File: src/rtl/core/sss_pkg.sv
package sss_pkg;

  localparam int MARK_IN_W = 7;
  localparam int FIELD_W   = 6;
  localparam int KIND_W    = 2;

  localparam logic [KIND_W-1:0] KIND_SUMMARY = 2'd0;
  localparam logic [KIND_W-1:0] KIND_MODE    = 2'd1;
  localparam logic [KIND_W-1:0] KIND_ABSENT  = 2'd2;

  typedef enum logic [2:0] {
    ST_LOAD,
    ST_DRAIN,
    ST_SCAN,
    ST_SUM,
    ST_RD,
    ST_EV
  } sss_state_t;

  typedef struct packed {
    logic ready;
    logic done;
  } sss_hist_sts_t;

endpackage

File: src/rtl/core/sss_hist.sv
module sss_hist #(
  parameter int MAX_STUDENTS = 32,
  parameter int MARK_BINS    = 64
) (
  input  logic                                clk,
  input  logic                                rst_n,
  input  logic                                inc_vld,
  input  logic [$clog2(MARK_BINS)-1:0]        inc_bin,
  input  logic                                scan_start,
  output sss_pkg::sss_hist_sts_t              sts,
  output logic [$clog2(MARK_BINS)-1:0]        mode_bin,
  output logic [$clog2(MAX_STUDENTS+1)-1:0]   mode_cnt
);
  import sss_pkg::*;

  localparam int BinW = $clog2(MARK_BINS);
  localparam int CntW = $clog2(MAX_STUDENTS + 1);
  localparam logic [BinW-1:0] LastBin = BinW'(MARK_BINS - 1);

  logic [CntW-1:0] mem [MARK_BINS];

  logic            init_r;
  logic            scan_act_r;
  logic [BinW-1:0] sweep_r;
  logic [CntW-1:0] rd_q_r;
  logic            s1_vld_r;
  logic [BinW-1:0] s1_addr_r;
  logic            wb_vld_r;
  logic [BinW-1:0] wb_addr_r;
  logic [CntW-1:0] wb_data_r;
  logic            sv_vld_r;
  logic [BinW-1:0] sv_addr_r;
  logic [CntW-1:0] best_cnt_r;
  logic [BinW-1:0] best_bin_r;
  logic            done_r;

  logic            rd_en;
  logic [BinW-1:0] rd_addr;
  logic [CntW-1:0] base;
  logic [CntW-1:0] inc_data;

  assign rd_en    = inc_vld | scan_act_r;
  assign rd_addr  = scan_act_r ? sweep_r : inc_bin;
  // forward the previous beat's write when it hit the same bin
  assign base     = (wb_vld_r && (wb_addr_r == s1_addr_r)) ? wb_data_r : rd_q_r;
  assign inc_data = base + CntW'(1);

  always_ff @(posedge clk) begin
    if (rd_en) begin
      rd_q_r <= mem[rd_addr];
    end
    if (s1_vld_r) begin
      mem[s1_addr_r] <= inc_data;
    end else if (sv_vld_r) begin
      mem[sv_addr_r] <= '0;
    end else if (init_r) begin
      mem[sweep_r] <= '0;
    end
  end

  always_ff @(posedge clk) begin
    if (!rst_n) begin
      init_r     <= 1'b1;
      sweep_r    <= '0;
      scan_act_r <= 1'b0;
      s1_vld_r   <= 1'b0;
      wb_vld_r   <= 1'b0;
      sv_vld_r   <= 1'b0;
      done_r     <= 1'b0;
    end else begin
      s1_vld_r <= inc_vld;
      wb_vld_r <= s1_vld_r;
      sv_vld_r <= scan_act_r;
      if (init_r) begin
        sweep_r <= sweep_r + BinW'(1);
        if (sweep_r == LastBin) begin
          init_r <= 1'b0;
        end
      end else if (scan_start) begin
        scan_act_r <= 1'b1;
        sweep_r    <= '0;
        done_r     <= 1'b0;
      end else if (scan_act_r) begin
        sweep_r <= sweep_r + BinW'(1);
        if (sweep_r == LastBin) begin
          scan_act_r <= 1'b0;
        end
      end
      if (sv_vld_r && (sv_addr_r == LastBin)) begin
        done_r <= 1'b1;
      end
    end
  end

  always_ff @(posedge clk) begin
    s1_addr_r <= inc_bin;
    wb_addr_r <= s1_addr_r;
    wb_data_r <= inc_data;
    sv_addr_r <= sweep_r;
    if (scan_start) begin
      best_cnt_r <= '0;
      best_bin_r <= '0;
    end else if (sv_vld_r && (rd_q_r >= best_cnt_r)) begin
      // later (higher) bin wins a tie
      best_cnt_r <= rd_q_r;
      best_bin_r <= sv_addr_r;
    end
  end

  assign sts.ready = ~init_r;
  assign sts.done  = done_r;
  assign mode_bin  = best_bin_r;
  assign mode_cnt  = best_cnt_r;

endmodule

File: src/rtl/core/sss_div.sv
module sss_div #(
  parameter int MAX_STUDENTS = 32
) (
  input  logic                                    clk,
  input  logic                                    rst_n,
  input  logic                                    start,
  input  logic [$clog2(63*MAX_STUDENTS+1)-1:0]    dividend,
  input  logic [$clog2(MAX_STUDENTS+1)-1:0]       divisor,
  output logic                                    done,
  output logic [$clog2(63*MAX_STUDENTS+1)-1:0]    quotient
);
  import sss_pkg::*;

  localparam int SumW  = $clog2(63 * MAX_STUDENTS + 1);
  localparam int CntW  = $clog2(MAX_STUDENTS + 1);
  localparam int StepW = $clog2(SumW + 1);

  logic             busy_r;
  logic             done_r;
  logic [StepW-1:0] step_r;
  logic [CntW-1:0]  rem_r;
  logic [CntW-1:0]  dvs_r;
  logic [SumW-1:0]  quo_r;

  logic [CntW:0]    trial;
  logic [CntW:0]    diff;
  logic             ge;

  // one restoring step per cycle, dividend shifts out MSB first
  assign trial = {rem_r, quo_r[SumW-1]};
  assign diff  = trial - {1'b0, dvs_r};
  assign ge    = trial >= {1'b0, dvs_r};

  always_ff @(posedge clk) begin
    if (!rst_n) begin
      busy_r <= 1'b0;
      done_r <= 1'b0;
      step_r <= '0;
    end else if (start) begin
      busy_r <= 1'b1;
      done_r <= 1'b0;
      step_r <= StepW'(SumW);
    end else if (busy_r) begin
      step_r <= step_r - StepW'(1);
      if (step_r == StepW'(1)) begin
        busy_r <= 1'b0;
        done_r <= 1'b1;
      end
    end
  end

  always_ff @(posedge clk) begin
    if (start) begin
      rem_r <= '0;
      dvs_r <= divisor;
      quo_r <= dividend;
    end else if (busy_r) begin
      rem_r <= ge ? diff[CntW-1:0] : trial[CntW-1:0];
      quo_r <= {quo_r[SumW-2:0], ge};
    end
  end

  assign done     = done_r;
  assign quotient = quo_r;

endmodule

File: src/rtl/core/score_set_statistics_unit.sv
// Score set statistics.
// Input channel (in_valid/in_ready): one beat per student, in roll order, carrying
// the mark (-1 or any negative value means absent) and last, which closes the set.
// Marks load at one beat per cycle; each present mark updates a histogram memory
// through a read-modify-write with forwarding, plus sum, counts and min/max trackers.
// After the closing beat in_ready drops. A drain state follows, then a sweep over
// the MARK_BINS histogram bins (one memory read per cycle) that finds the mode and
// zeroes each bin; the average divider runs alongside it.
// Result channel (out_valid/out_ready): the summary beat comes first, then one beat
// per student holding the mode mark, then one per absent student, each found by
// reading the mark store roll by roll (one pass for each kind). out_final_res
// flags the last beat of the set; in_ready rises again once it has been loaded.
// From the closing beat to the summary come the drain, the sweep, seeing the sweep
// done and the summary load, while the sweep outlasts the divider.
// A result register sits on the output; a stalled receiver holds the current beat
// and pauses the roll sweep, nothing is dropped.
// After reset the histogram is cleared by a sweep over the MARK_BINS bins with
// in_ready low; the mark store needs no clearing.
module score_set_statistics_unit #(
  parameter int MAX_STUDENTS = 32,
  parameter int MARK_BINS    = 64
) (
  input  logic                                   clk,
  input  logic                                   rst_n,
  input  logic                                   in_valid,
  output logic                                   in_ready,
  input  logic signed [sss_pkg::MARK_IN_W-1:0]   in_mark,
  input  logic                                   in_last,
  output logic                                   out_valid,
  input  logic                                   out_ready,
  output logic [sss_pkg::KIND_W-1:0]             out_kind,
  output logic [sss_pkg::FIELD_W-1:0]            out_average,
  output logic [sss_pkg::FIELD_W-1:0]            out_highest,
  output logic [sss_pkg::FIELD_W-1:0]            out_highest_roll,
  output logic [sss_pkg::FIELD_W-1:0]            out_lowest,
  output logic [sss_pkg::FIELD_W-1:0]            out_lowest_roll,
  output logic [sss_pkg::FIELD_W-1:0]            out_mode_mark,
  output logic [sss_pkg::FIELD_W-1:0]            out_mode_count,
  output logic [sss_pkg::FIELD_W-1:0]            out_absent_count,
  output logic [sss_pkg::FIELD_W-1:0]            out_roll,
  output logic                                   out_none_present,
  output logic                                   out_final_res
);
  import sss_pkg::*;

  localparam int BinW    = $clog2(MARK_BINS);
  localparam int CntW    = $clog2(MAX_STUDENTS + 1);
  localparam int SumW    = $clog2(63 * MAX_STUDENTS + 1);
  localparam int IdxW    = (MAX_STUDENTS > 1) ? $clog2(MAX_STUDENTS) : 1;
  localparam int RemW    = CntW + 1;
  localparam int CmpW    = (BinW > FIELD_W) ? BinW : FIELD_W;
  localparam int MarkTop = (MARK_BINS - 1 < 63) ? (MARK_BINS - 1) : 63;

  sss_state_t state_r, state_nxt;

  logic [CntW-1:0]    stu_cnt_r;
  logic [CntW-1:0]    pres_cnt_r;
  logic [SumW-1:0]    sum_r;
  logic               max_vld_r, min_vld_r;
  logic [FIELD_W-1:0] max_mark_r, min_mark_r;
  logic [CntW-1:0]    max_roll_r, min_roll_r;
  logic [IdxW-1:0]    roll_i_r;
  logic               pass_r;
  logic [RemW-1:0]    rem_r;

  logic [FIELD_W:0]   ms_mem [MAX_STUDENTS];
  logic [FIELD_W:0]   ms_q_r;

  logic                   out_valid_r;
  logic [KIND_W-1:0]      out_kind_r;
  logic [FIELD_W-1:0]     out_average_r, out_highest_r, out_highest_roll_r;
  logic [FIELD_W-1:0]     out_lowest_r, out_lowest_roll_r, out_mode_mark_r;
  logic [FIELD_W-1:0]     out_mode_count_r, out_absent_count_r, out_roll_r;
  logic                   out_none_present_r, out_final_res_r;

  logic               in_fire;
  logic               rec;
  logic               neg;
  logic [FIELD_W-1:0] raw6;
  logic [FIELD_W-1:0] m_sat;
  logic [CntW-1:0]    roll_new;
  logic [CntW-1:0]    absent;
  logic [RemW-1:0]    total;
  logic [RemW-1:0]    rem_now;
  logic [CntW-1:0]    roll_num;
  logic               is_last_roll;
  logic               hit;
  logic               slot_free;

  logic               scan_start;
  logic               div_start;
  logic               rd_en;
  logic               out_load;
  logic               out_final;
  logic               advance;
  logic               set_clr;

  sss_hist_sts_t      hist_sts;
  logic [BinW-1:0]    mode_bin;
  logic [CntW-1:0]    mode_cnt;
  logic               div_done;
  logic [SumW-1:0]    div_q;

  sss_hist #(
    .MAX_STUDENTS (MAX_STUDENTS),
    .MARK_BINS    (MARK_BINS)
  ) u_hist (
    .clk        (clk),
    .rst_n      (rst_n),
    .inc_vld    (rec && !neg),
    .inc_bin    (BinW'(m_sat)),
    .scan_start (scan_start),
    .sts        (hist_sts),
    .mode_bin   (mode_bin),
    .mode_cnt   (mode_cnt)
  );

  sss_div #(
    .MAX_STUDENTS (MAX_STUDENTS)
  ) u_div (
    .clk      (clk),
    .rst_n    (rst_n),
    .start    (div_start),
    .dividend (sum_r),
    .divisor  (pres_cnt_r),
    .done     (div_done),
    .quotient (div_q)
  );

  assign in_fire   = in_valid && in_ready;
  assign rec       = in_fire && (stu_cnt_r < CntW'(MAX_STUDENTS));
  assign neg       = in_mark[MARK_IN_W-1];
  assign raw6      = in_mark[FIELD_W-1:0];
  assign m_sat     = (raw6 > FIELD_W'(MarkTop)) ? FIELD_W'(MarkTop) : raw6;
  assign roll_new  = stu_cnt_r + CntW'(1);
  assign absent    = stu_cnt_r - pres_cnt_r;
  assign total     = RemW'(1) + ((pres_cnt_r != '0) ? RemW'(mode_cnt) : RemW'(0))
                     + RemW'(absent);
  assign rem_now   = (state_r == ST_SUM) ? total : rem_r;
  assign roll_num  = CntW'(roll_i_r) + CntW'(1);
  assign is_last_roll = (roll_num == stu_cnt_r);
  assign slot_free = !out_valid_r || out_ready;
  assign hit       = pass_r ? ms_q_r[FIELD_W]
                            : (!ms_q_r[FIELD_W] &&
                               (CmpW'(ms_q_r[FIELD_W-1:0]) == CmpW'(mode_bin)));

  // FSM outputs
  always_comb begin
    in_ready   = 1'b0;
    scan_start = 1'b0;
    div_start  = 1'b0;
    rd_en      = 1'b0;
    out_load   = 1'b0;
    advance    = 1'b0;
    unique case (state_r)
      ST_LOAD:  in_ready = hist_sts.ready;
      ST_DRAIN: begin
        scan_start = 1'b1;
        div_start  = 1'b1;
      end
      ST_SCAN:  ;
      ST_SUM:   out_load = slot_free;
      ST_RD:    rd_en = 1'b1;
      ST_EV: begin
        out_load = hit && slot_free;
        advance  = !hit || slot_free;
      end
      default:  ;
    endcase
  end

  assign out_final = (rem_now == RemW'(1));

  // FSM next state
  always_comb begin
    state_nxt = state_r;
    unique case (state_r)
      ST_LOAD: begin
        if (in_fire && in_last) begin
          state_nxt = ST_DRAIN;
        end
      end
      ST_DRAIN: state_nxt = ST_SCAN;
      ST_SCAN: begin
        if (hist_sts.done && div_done) begin
          state_nxt = ST_SUM;
        end
      end
      ST_SUM: begin
        if (out_load) begin
          state_nxt = out_final ? ST_LOAD : ST_RD;
        end
      end
      ST_RD: state_nxt = ST_EV;
      ST_EV: begin
        if (out_load && out_final) begin
          state_nxt = ST_LOAD;
        end else if (advance) begin
          state_nxt = (is_last_roll && pass_r) ? ST_LOAD : ST_RD;
        end
      end
      default: state_nxt = ST_LOAD;
    endcase
  end

  assign set_clr = (state_r != ST_LOAD) && (state_nxt == ST_LOAD);

  always_ff @(posedge clk) begin
    if (!rst_n) begin
      state_r <= ST_LOAD;
    end else begin
      state_r <= state_nxt;
    end
  end

  // per-set accumulators
  always_ff @(posedge clk) begin
    if (!rst_n || set_clr) begin
      stu_cnt_r  <= '0;
      pres_cnt_r <= '0;
      sum_r      <= '0;
      max_vld_r  <= 1'b0;
      min_vld_r  <= 1'b0;
      max_mark_r <= '0;
      min_mark_r <= '0;
      max_roll_r <= '0;
      min_roll_r <= '0;
    end else if (rec) begin
      stu_cnt_r <= roll_new;
      if (!neg) begin
        pres_cnt_r <= pres_cnt_r + CntW'(1);
        sum_r      <= sum_r + SumW'(m_sat);
        if (!max_vld_r || (m_sat >= max_mark_r)) begin
          max_vld_r  <= 1'b1;
          max_mark_r <= m_sat;
          max_roll_r <= roll_new;
        end
        if (!min_vld_r || (m_sat <= min_mark_r)) begin
          min_vld_r  <= 1'b1;
          min_mark_r <= m_sat;
          min_roll_r <= roll_new;
        end
      end
    end
  end

  // mark store: absent flag over saturated mark
  always_ff @(posedge clk) begin
    if (rec) begin
      ms_mem[stu_cnt_r[IdxW-1:0]] <= {neg, m_sat};
    end
    if (rd_en) begin
      ms_q_r <= ms_mem[roll_i_r];
    end
  end

  // roll sweep
  always_ff @(posedge clk) begin
    if (!rst_n) begin
      roll_i_r <= '0;
      pass_r   <= 1'b0;
      rem_r    <= '0;
    end else begin
      if (out_load) begin
        rem_r <= rem_now - RemW'(1);
      end
      if ((state_r == ST_SUM) && out_load) begin
        roll_i_r <= '0;
        pass_r   <= (pres_cnt_r == '0);
      end else if (advance && !(out_load && out_final)) begin
        if (is_last_roll) begin
          roll_i_r <= '0;
          pass_r   <= 1'b1;
        end else begin
          roll_i_r <= roll_i_r + IdxW'(1);
        end
      end
    end
  end

  // result register
  always_ff @(posedge clk) begin
    if (!rst_n) begin
      out_valid_r <= 1'b0;
    end else if (out_load) begin
      out_valid_r <= 1'b1;
    end else if (out_ready) begin
      out_valid_r <= 1'b0;
    end
  end

  always_ff @(posedge clk) begin
    if (out_load) begin
      out_final_res_r <= out_final;
      if (state_r == ST_SUM) begin
        out_kind_r         <= KIND_SUMMARY;
        out_absent_count_r <= FIELD_W'(absent);
        out_roll_r         <= '0;
        out_none_present_r <= (pres_cnt_r == '0);
        if (pres_cnt_r != '0) begin
          out_average_r      <= div_q[FIELD_W-1:0];
          out_highest_r      <= max_mark_r;
          out_highest_roll_r <= FIELD_W'(max_roll_r);
          out_lowest_r       <= min_mark_r;
          out_lowest_roll_r  <= FIELD_W'(min_roll_r);
          out_mode_mark_r    <= FIELD_W'(mode_bin);
          out_mode_count_r   <= FIELD_W'(mode_cnt);
        end else begin
          out_average_r      <= '0;
          out_highest_r      <= '0;
          out_highest_roll_r <= '0;
          out_lowest_r       <= '0;
          out_lowest_roll_r  <= '0;
          out_mode_mark_r    <= '0;
          out_mode_count_r   <= '0;
        end
      end else begin
        out_kind_r         <= pass_r ? KIND_ABSENT : KIND_MODE;
        out_roll_r         <= FIELD_W'(roll_num);
        out_absent_count_r <= '0;
        out_none_present_r <= 1'b0;
        out_average_r      <= '0;
        out_highest_r      <= '0;
        out_highest_roll_r <= '0;
        out_lowest_r       <= '0;
        out_lowest_roll_r  <= '0;
        out_mode_mark_r    <= '0;
        out_mode_count_r   <= '0;
      end
    end
  end

  assign out_valid        = out_valid_r;
  assign out_kind         = out_kind_r;
  assign out_average      = out_average_r;
  assign out_highest      = out_highest_r;
  assign out_highest_roll = out_highest_roll_r;
  assign out_lowest       = out_lowest_r;
  assign out_lowest_roll  = out_lowest_roll_r;
  assign out_mode_mark    = out_mode_mark_r;
  assign out_mode_count   = out_mode_count_r;
  assign out_absent_count = out_absent_count_r;
  assign out_roll         = out_roll_r;
  assign out_none_present = out_none_present_r;
  assign out_final_res    = out_final_res_r;

  a_counts_ordered: assert property (@(posedge clk) disable iff (!rst_n)
    (stu_cnt_r <= CntW'(MAX_STUDENTS)) && (pres_cnt_r <= stu_cnt_r))
    else $error("present count exceeds student count");

  a_final_closes_set: assert property (@(posedge clk) disable iff (!rst_n)
    out_load && out_final |=> (state_r == ST_LOAD) && (stu_cnt_r == '0))
    else $error("set not closed after final beat");

  a_rem_live: assert property (@(posedge clk) disable iff (!rst_n)
    (state_r == ST_RD || state_r == ST_EV) |-> (rem_r != '0))
    else $error("roll sweep running with no results left");

  a_summary_ready: assert property (@(posedge clk) disable iff (!rst_n)
    (state_r == ST_SUM) |-> (hist_sts.done && div_done))
    else $error("summary issued before scan and divide finished");

endmodule
File: config.mk
export PLATFORM = sky130hd
export DESIGN_NAME = score_set_statistics_unit
export DESIGN_NICKNAME = d
export VERILOG_FILES = /design/src/rtl/core/sss_pkg.sv /design/src/rtl/core/sss_hist.sv /design/src/rtl/core/sss_div.sv /design/src/rtl/core/score_set_statistics_unit.sv
export SDC_FILE = /design/constraint.sdc
export NUM_CORES = 1
export LEC_CHECK = 0
export BUFFER_PORTS_ARGS = -buffer_cell sky130_fd_sc_hd__buf_2
export CAP_MARGIN = 30
export CORE_MARGIN = 8
export CORE_UTILIZATION = 35
export CTS_CLUSTER_SIZE = 8
export DETAILED_ROUTE_END_ITERATION = 8
export PLACE_DENSITY = 0.54
export SLEW_MARGIN = 20
export SYNTH_ARGS = -nofsm -noshare
export SYNTH_HDL_FRONTEND = slang
export SYNTH_SLANG_ARGS = --single-unit
export TNS_END_PERCENT = 100
File: constraint.sdc
create_clock -name clk -period 6.81 [get_ports clk]
set_input_delay 0.681 -clock clk [delete_from_list [all_inputs] [get_ports clk]]
set_output_delay 0.681 -clock clk [all_outputs]
set_load 0.02 [all_outputs]
# Yosys cells after proc, flatten, opt, wreduce, memory -nomap -nowiden

Memory sizes are Yosys's and may differ from the RTL's. A register that Yosys moved wholly into a read port is not among the register bits.
Index checks and enable logic that the tools add are counted.

Register bits: 201
RAM bits: 608
Input bits: 12
Output and inout bits: 60
Logic and storage cells: 195
Memories kept: 2

Add/sub/neg operators: 13
Order comparisons: 6
Equal/unequal tests: 13
Multiplexer cells: 61
Bitwise logic cells: 4
Reduce and logical (&&, ||, !) cells: 50

Memories:

| name       | depth | bits a word | rd ports | clocked after Yosys merged registers in | wr ports | RTL line                        | source |
|---|---|---|---|---|---|---|---|
| u_hist.mem | 64    | 6           | 1        | 1                                       | 1        | sss_hist.sv:20                  | `logic [CntW-1:0] mem [MARK_BINS];` |
| ms_mem     | 32    | 7           | 1        | 1                                       | 1        | score_set_statistics_unit.sv:66 | `logic [FIELD_W:0] ms_mem [MAX_STUDENTS];` |

Operator list:

| cell                                                 | number |
|---|---|
| 2-to-1 mux 6 bit                                     | 12 |
| 2-to-1 mux 1 bit                                     | 33 |
| adder 6 x 1 -> 6 bit (second input constant)         | 4 |
| 2-to-1 mux 11 bit                                    | 2 |
| 2-to-1 mux 3 bit                                     | 7 |
| equality test 6 bit                                  | 3 |
| one-hot mux 3 bit (6 select lines)                   | 1 |
| logical AND 1 bit                                    | 15 |
| equality test 6 bit (second input constant)          | 2 |
| greater-or-equal comparator 6 bit                    | 2 |
| OR reduction 6 bit                                   | 2 |
| subtractor 6 bit                                     | 2 |
| adder 11 x 6 -> 11 bit                               | 1 |
| AND reduction 2 bit                                  | 5 |
| nonzero test 2 bit                                   | 5 |
| zero test 1 bit                                      | 8 |
| 2-to-1 mux 4 bit                                     | 2 |
| adder 1 x 6 -> 7 bit (first input constant)          | 1 |
| adder 7 x 6 -> 7 bit                                 | 1 |
| equality test 7 x 1 -> 1 bit (second input constant) | 1 |
| greater-or-equal comparator 7 x 6 -> 1 bit           | 1 |
| 2-to-1 mux 7 bit                                     | 1 |
| subtractor 7 x 1 -> 7 bit (second input constant)    | 1 |
| adder 5 x 1 -> 6 bit (second input constant)         | 1 |
| 22 further kinds                                     | 34 |

# Logic depth before layout (Yosys ltp)

Depth in word-level cells: 12
Mapped depth: 18
Depth with buffers taken out: 16

# Hierarchy

A second synthesis with hierarchy kept.

Cell total of the unflattened synthesis: 2929
Area total of the unflattened synthesis: 37846.3 µm²

Modules (own cells, without submodules):

| module                    | instances | cells an instance | area each (µm²) | seq. area each (µm²) |
|---|---|---|---|---|
| sss_hist                  | 1         | 1797              | 20992.6         | 12672.2 |
| score_set_statistics_unit | 1         | 997               | 15348.5         | 9999.6 |
| sss_div                   | 1         | 135               | 1505.2          | 750.7 |

# Worst setup path before layout

OpenSTA, ideal clock, no wires.

Path type: reg2reg
Start: register u_hist.s1_addr_r[4]
End: memory u_hist.mem[0][0] (netlist name) (data pin)
Setup time: 0.516 ns
Arrival time: 3.102 ns
Data required time: 6.294 ns
Path slack: 3.191 ns
Cell stages (with the launch flop): 6
Path buffers: 0
Clock period less this slack: 3.619 ns
Cell sequence: dfxtp_1 xnor2_1 nand4_1 nor4_4 mux2_2 nor2b_1

Cells in the longest elaborated chain, start to end: 6

RTL lines:

| element                                         | RTL line       | source |
|---|---|---|
| start, declared                                 | sss_hist.sv:27 | `logic [BinW-1:0] s1_addr_r;` |
| start signal, assigned                          | sss_hist.sv:96 | `s1_addr_r <= inc_bin;` |
| equality test 6 bit                             | sss_hist.sv:45 | `assign base = (wb_vld_r && (wb_addr_r == s1_addr_r)) ? wb_data_r : rd_q_r;` |
| logical AND 1 bit                               | sss_hist.sv:45 |  |
| 2-to-1 mux 6 bit                                | sss_hist.sv:45 |  |
| adder 6 x 1 -> 6 bit                            | sss_hist.sv:46 | `assign inc_data = base + CntW'(1);` |
| 2-to-1 mux 6 bit (no source line) (2 in series) | n/a            |  |
| end, declared                                   | sss_hist.sv:20 |  |

No other way between the ends.

# Worst setup path after layout

Start: register stu_cnt_r[0]
End: register sum_r[1]

Cells in the longest elaborated chain, start to end: 10
Elaborated cells on any way between the ends: 19
Those cells by class: add/sub (2); order compare (1); eq/ne (2); mux (7); reduce/logical (7)

RTL lines:

| element                                                      | RTL line                                                           | source |
|---|---|---|
| start, declared                                              | score_set_statistics_unit.sv:56                                    | `logic [CntW-1:0] stu_cnt_r;` |
| start signal, assigned                                       | score_set_statistics_unit.sv:229                                   | `stu_cnt_r <= roll_new;` |
| subtractor 6 bit *                                           | score_set_statistics_unit.sv:136                                   | `assign absent = stu_cnt_r - pres_cnt_r;` |
| net absent[1]                                                | score_set_statistics_unit.sv:82                                    | `logic [CntW-1:0] absent;` |
| adder 7 x 6 -> 7 bit *                                       | score_set_statistics_unit.sv:138                                   | `+ RemW'(absent);` |
| 2-to-1 mux 7 bit *                                           | score_set_statistics_unit.sv:139                                   | `assign rem_now = (state_r == ST_SUM) ? total : rem_r;` |
| equality test 7 x 1 -> 1 bit *                               | score_set_statistics_unit.sv:172                                   | `assign out_final = (rem_now == RemW'(1));` |
| 2-to-1 mux 3 bit / logical AND 1 bit (equally long branches) | score_set_statistics_unit.sv:191, score_set_statistics_unit.sv:196 |  |
| 2-to-1 mux 3 bit, on equally long branches                   | score_set_statistics_unit.sv:190, score_set_statistics_unit.sv:196 |  |
| one-hot mux 3 bit (6 select lines) *                         | score_set_statistics_unit.sv:177                                   | `unique case (state_r)` |
| zero test 3 bit *                                            | score_set_statistics_unit.sv:206                                   | `assign set_clr = (state_r != ST_LOAD) && (state_nxt == ST_LOAD);` |
| logical AND 1 bit *                                          | score_set_statistics_unit.sv:206                                   |  |
| logical OR 1 bit *                                           | score_set_statistics_unit.sv:218                                   | `if (!rst_n \|\| set_clr) begin` |
| end signal, assigned                                         | score_set_statistics_unit.sv:232                                   | `sum_r <= sum_r + SumW'(m_sat);` |
| end, declared                                                | score_set_statistics_unit.sv:58                                    | `logic [SumW-1:0] sum_r;` |

The timed path passes the listed nets; every way through them passes the cells marked *.
A chain may end at the register's enable or synchronous reset.

==> impl_metrics.sql <==
INSERT INTO impl_metrics (metric_group, metric, value, unit) VALUES
('worst_setup_path', 'worst_setup_path_start_kind', 'flop', ''),
('logic_synthesis', 'synth.yosys.warnings', '0', ''),
('logic_synthesis', 'netlist-cell-type-count', '68', ''),
('timing', 'setup_total_negative_slack', '0', 'ns'),
('logic_synthesis', 'synth.yosys.seq_area_share', '69.1', '%'),
('place', 'routabilityCongestion', '0.835', ''),
('place', 'buffer_ports.inserted', '71', ''),
('clocking', 'cts_setup_buffers', '0', ''),
('timing', 'max_slew.worst_pin.slew', '0.985', 'ns'),
('die', 'coreArea', '96400', 'µm²'),
('clocking', 'h-tree-depth', '3', ''),
('logic_synthesis', 'synthCells', '2331', ''),
('route', 'wl_per_cell', '21.9', 'µm'),
('layout', 'nNetsFinal', '2501', ''),
('die', 'die_area', '107000', 'µm²'),
('clocking', 'cts-root-to-sink-buffers', '3', ''),
('outcome', 'outcome', 'completed', ''),
('clocking', 'cts.repair.resized', '0', ''),
('logic_synthesis', 'synth-edff-count', '696', ''),
('die', 'design.portCount', '72', ''),
('layout', 'layout-drive-gt1-share', '15.5', '%'),
('place', 'hpwl', '52.3', 'mm'),
('timing', 'max_slew_margin', '34.3', '%'),
('logic_synthesis', 'postSynthNetCount', '2401', ''),
('clocking', 'clock-sinks', '822', ''),
('clocking', 'cts_hold_buffers', '0', ''),
('logic_synthesis', 'synth_area', '33900', 'µm²'),
('logic_synthesis', 'netlist_top_cells_area', 'sky130_fd_sc_hd__edfxtp_1, sky130_fd_sc_hd__mux4_2, sky130_fd_sc_hd__dfxtp_1', ''),
('layout', 'filler_cell_count', '8887', ''),
('route', 'post_drt_via_cell_ratio', '5.21', ''),
('layout', 'multi_input_area', '9880', 'µm²'),
('route', 'remaining_drc_errors', '0', ''),
('clocking', 'cts_tree', 'done', ''),
('power_and_ir_drop', 'peakVddDrop', '0.000194', 'V'),
('timing', 'finalHoldWorstSlack', '0.399', 'ns'),
('timing', 'slew_viol_final', '0', ''),
('logic_synthesis', 'yosys_register_bits', '822', ''),
('clocking', 'cts.reportedPaths.clkPinSlew', '0.05', 'ns'),
('grt', 'globalRouteOverflowTotal', '0', ''),
('worst_setup_path', 'cp_data_arrival_time', '4.78', 'ns'),
('timing', 'clock.fmax', '233', 'MHz'),
('timing', 'grt_setup_unrepaired', 'false', ''),
('layout', 'final_cell_mix', 'sky130_fd_sc_hd__edfxtp_1, sky130_fd_sc_hd__nand2_1, sky130_fd_sc_hd__nor2_1', ''),
('logic_synthesis', 'synth_ff_type', 'sky130_fd_sc_hd__edfxtp_1', ''),
('logic_synthesis', 'asyncSetResetFlopFracSynth', '0', '%'),
('logic_synthesis', 'synth_area_leader_cell', 'sky130_fd_sc_hd__edfxtp_1', ''),
('grt', 'grt_max_degree', '97', ''),
('grt', 'grt_usage', '15.0', '%'),
('grt', 'grt_pass1_vias', '19719', ''),
('layout', 'area.sequential', '23400', 'µm²'),
('route', 'ant_nets', '0', ''),
('timing', 'skew', '0.0262', 'ns'),
('worst_setup_path', 'worst-path-max-fanout', '49', ''),
('run', 'max_cap_violations', '0', ''),
('power_and_ir_drop', 'power_per_cell_area', '276', 'nW/µm²'),
('clocking', 'clock_insertion_delay_at_the_later_pin_of_the_skew_report', '0.66', 'ns'),
('clocking', 'clock_tree.root_cell', 'sky130_fd_sc_hd__clkbuf_16', ''),
('timing', 'period_needed', '4.29', 'ns'),
('layout', 'layout.cells.most_common', 'sky130_fd_sc_hd__edfxtp_1', ''),
('power_and_ir_drop', 'cellLeakagePower', '13.1', 'nW'),
('die', 'die_h', '327', 'µm'),
('timing', 'report.final.setup_viol', '0', ''),
('die', 'floorplan_row_count', '114', ''),
('worst_setup_path', 'criticalPathCategory', 'reg -> reg', ''),
('logic_synthesis', 'post_synth.cell_area_avg', '14.5', 'µm²'),
('route', 'routed-via-count', '19576', ''),
('worst_setup_path', 'critical_path.endpoint_type', 'flop', ''),
('logic_synthesis', 'yosys.area.top_type_share', '61.6', '%'),
('clocking', 'tritoncts.num_buffers', '112', ''),
('route', 'detailedRoute.firstPassIterationCount', '6', ''),
('route', 'finalWirelength', '82.1', 'mm'),
('min_path', 'hp-class', 'reg -> reg', ''),
('layout', 'final_core_util', '40.3', '%'),
('die', 'initial_utilization', '35.2', '%'),
('die', 'die-width', '327', 'µm'),
('worst_setup_path', 'crit_required', '7.31', 'ns'),
('layout', 'areaGrowthSynthToFinish', '14.7', '%'),
('timing', 'report.final.hold_viol_count', '0', ''),
('grt', 'antenna_found_initial', '2', ''),
('route', 'detail_route.iter0.violations', '1892', ''),
('timing', 'period_share', '62.9', '%'),
('grt', 'grt_pass1_wl', '125', 'mm');
## sequential cells by signal, indices dropped and copies added, names as in the netlist, 7 cells and up
register and flops:
u_hist.mem 384, ms_mem 224, sum_r 11, u_div.quotient 11, ms_q_r 7, rem_r 7
## cell usage after synthesis, types with 7 or more instances
master and number:
sky130_fd_sc_hd__edfxtp_1 696, sky130_fd_sc_hd__a21o_1 13, sky130_fd_sc_hd__nand3b_1 12, sky130_fd_sc_hd__nor2_1 214, sky130_fd_sc_hd__a21oi_1 38, sky130_fd_sc_hd__mux2i_1 50, sky130_fd_sc_hd__nor2b_1 18, sky130_fd_sc_hd__a22oi_1 29
sky130_fd_sc_hd__a31oi_1 29, sky130_fd_sc_hd__buf_1 9, sky130_fd_sc_hd__mux4_2 118, sky130_fd_sc_hd__nand2_1 309, sky130_fd_sc_hd__dfxtp_1 126, sky130_fd_sc_hd__nand4_1 32, sky130_fd_sc_hd__nor3_1 22, sky130_fd_sc_hd__and2_1 46
sky130_fd_sc_hd__xnor2_1 42, sky130_fd_sc_hd__ha_1 54, sky130_fd_sc_hd__nand3_1 123, sky130_fd_sc_hd__clkbuf_1 85, sky130_fd_sc_hd__nand2b_1 11, sky130_fd_sc_hd__o21ai_0 36, sky130_fd_sc_hd__and3_1 8, sky130_fd_sc_hd__inv_1 54
sky130_fd_sc_hd__xor2_1 26, sky130_fd_sc_hd__buf_2 18, sky130_fd_sc_hd__mux2_2 9, sky130_fd_sc_hd__o31ai_1 7
## metrics by stage
step / instance area (µm²) / cells / total power (W) / setup WS [ns]
floorplan: 33900 / 2331 / 0.00572 / 3.19
global placement: 35700 / 3584 / 0.00582 / 2.38
detailed placement: 35700 / 3589 / 0.00583 / 2.19
CTS: 38800 / 3750 / 0.0108 / 2.21
global route: 38900 / 3755 / 0.0111 / 2.19
finish: 38900 / 3755 / 0.0107 / 2.52
## worst max-delay path, cell delays in order (launching register included)
cell and delay [ns]:
sky130_fd_sc_hd__dfxtp_1 0.45, sky130_fd_sc_hd__inv_1 0.18, sky130_fd_sc_hd__ha_1 0.26, sky130_fd_sc_hd__fa_1 0.53, sky130_fd_sc_hd__inv_1 0.09, sky130_fd_sc_hd__fa_1 0.46, sky130_fd_sc_hd__a211oi_1 0.31, sky130_fd_sc_hd__nor3b_1 0.15
sky130_fd_sc_hd__o41ai_1 0.46, sky130_fd_sc_hd__o2111a_1 0.30, sky130_fd_sc_hd__nand2_1 0.12, sky130_fd_sc_hd__o221ai_4 0.21, sky130_fd_sc_hd__buf_4 0.48, sky130_fd_sc_hd__a211oi_1 0.11
## routing by layer
layer | part of all wire, % | GRT usage (%)
met1 | 45 | 21.2
met3 | 6.1 | 2.91
met2 | 47 | 23.7
met4 | 2.0 | 4.16
met5 | 0 | 0
## power breakdown
group / switching, W / internal [W] / leakage [nW] / total, W
clock: 0.00199 / 0.00302 / 1.50 / 0.00501
sequential: 0.0000168 / 0.00544 / 7.67 / 0.00546
combinational: 0.000194 / 0.0000876 / 3.96 / 0.000282
total: 0.00220 / 0.00855 / 13.1 / 0.0107
## cells by family after synthesis
| group | synth area share [%] |
|---|---|
| flops | 69.1 |
| simple gates | 11.1 |
| buf+inv | 2.17 |
| mux | 9.61 |
| xor+xnor | 1.76 |
| fa+ha+maj | 2.23 |
| compound gates | 4.05 |
## cell type report
type                    count  area share, %
well taps                1276           4.11
clock inverters             5          0.190
multi-input cells        1333           25.4
flip-flops and latches    822           60.3
inverters                  55          0.531
diodes                      1        0.00644
repair buffers            107           1.75
clock buffers             156           7.77
## worst paths after layout
path / depth (start not counted) / slack (ns) / end / start
setup / recovery: 13 / 2.52 / sum_r[1]$_SDFFE_PP0P_ / stu_cnt_r[0]$_SDFFE_PP0P_
hold / removal: 0 / 0.40 / u_hist.wb_addr_r[3]$_DFF_P_ / u_hist.s1_addr_r[3]$_DFF_P_
setup reg to reg: 13 / 2.52 / sum_r[1]$_SDFFE_PP0P_ / stu_cnt_r[0]$_SDFFE_PP0P_
hold reg to reg: 0 / 0.40 / u_hist.wb_addr_r[3]$_DFF_P_ / u_hist.s1_addr_r[3]$_DFF_P_
Note: power is estimated with default switching activity, not from simulation.
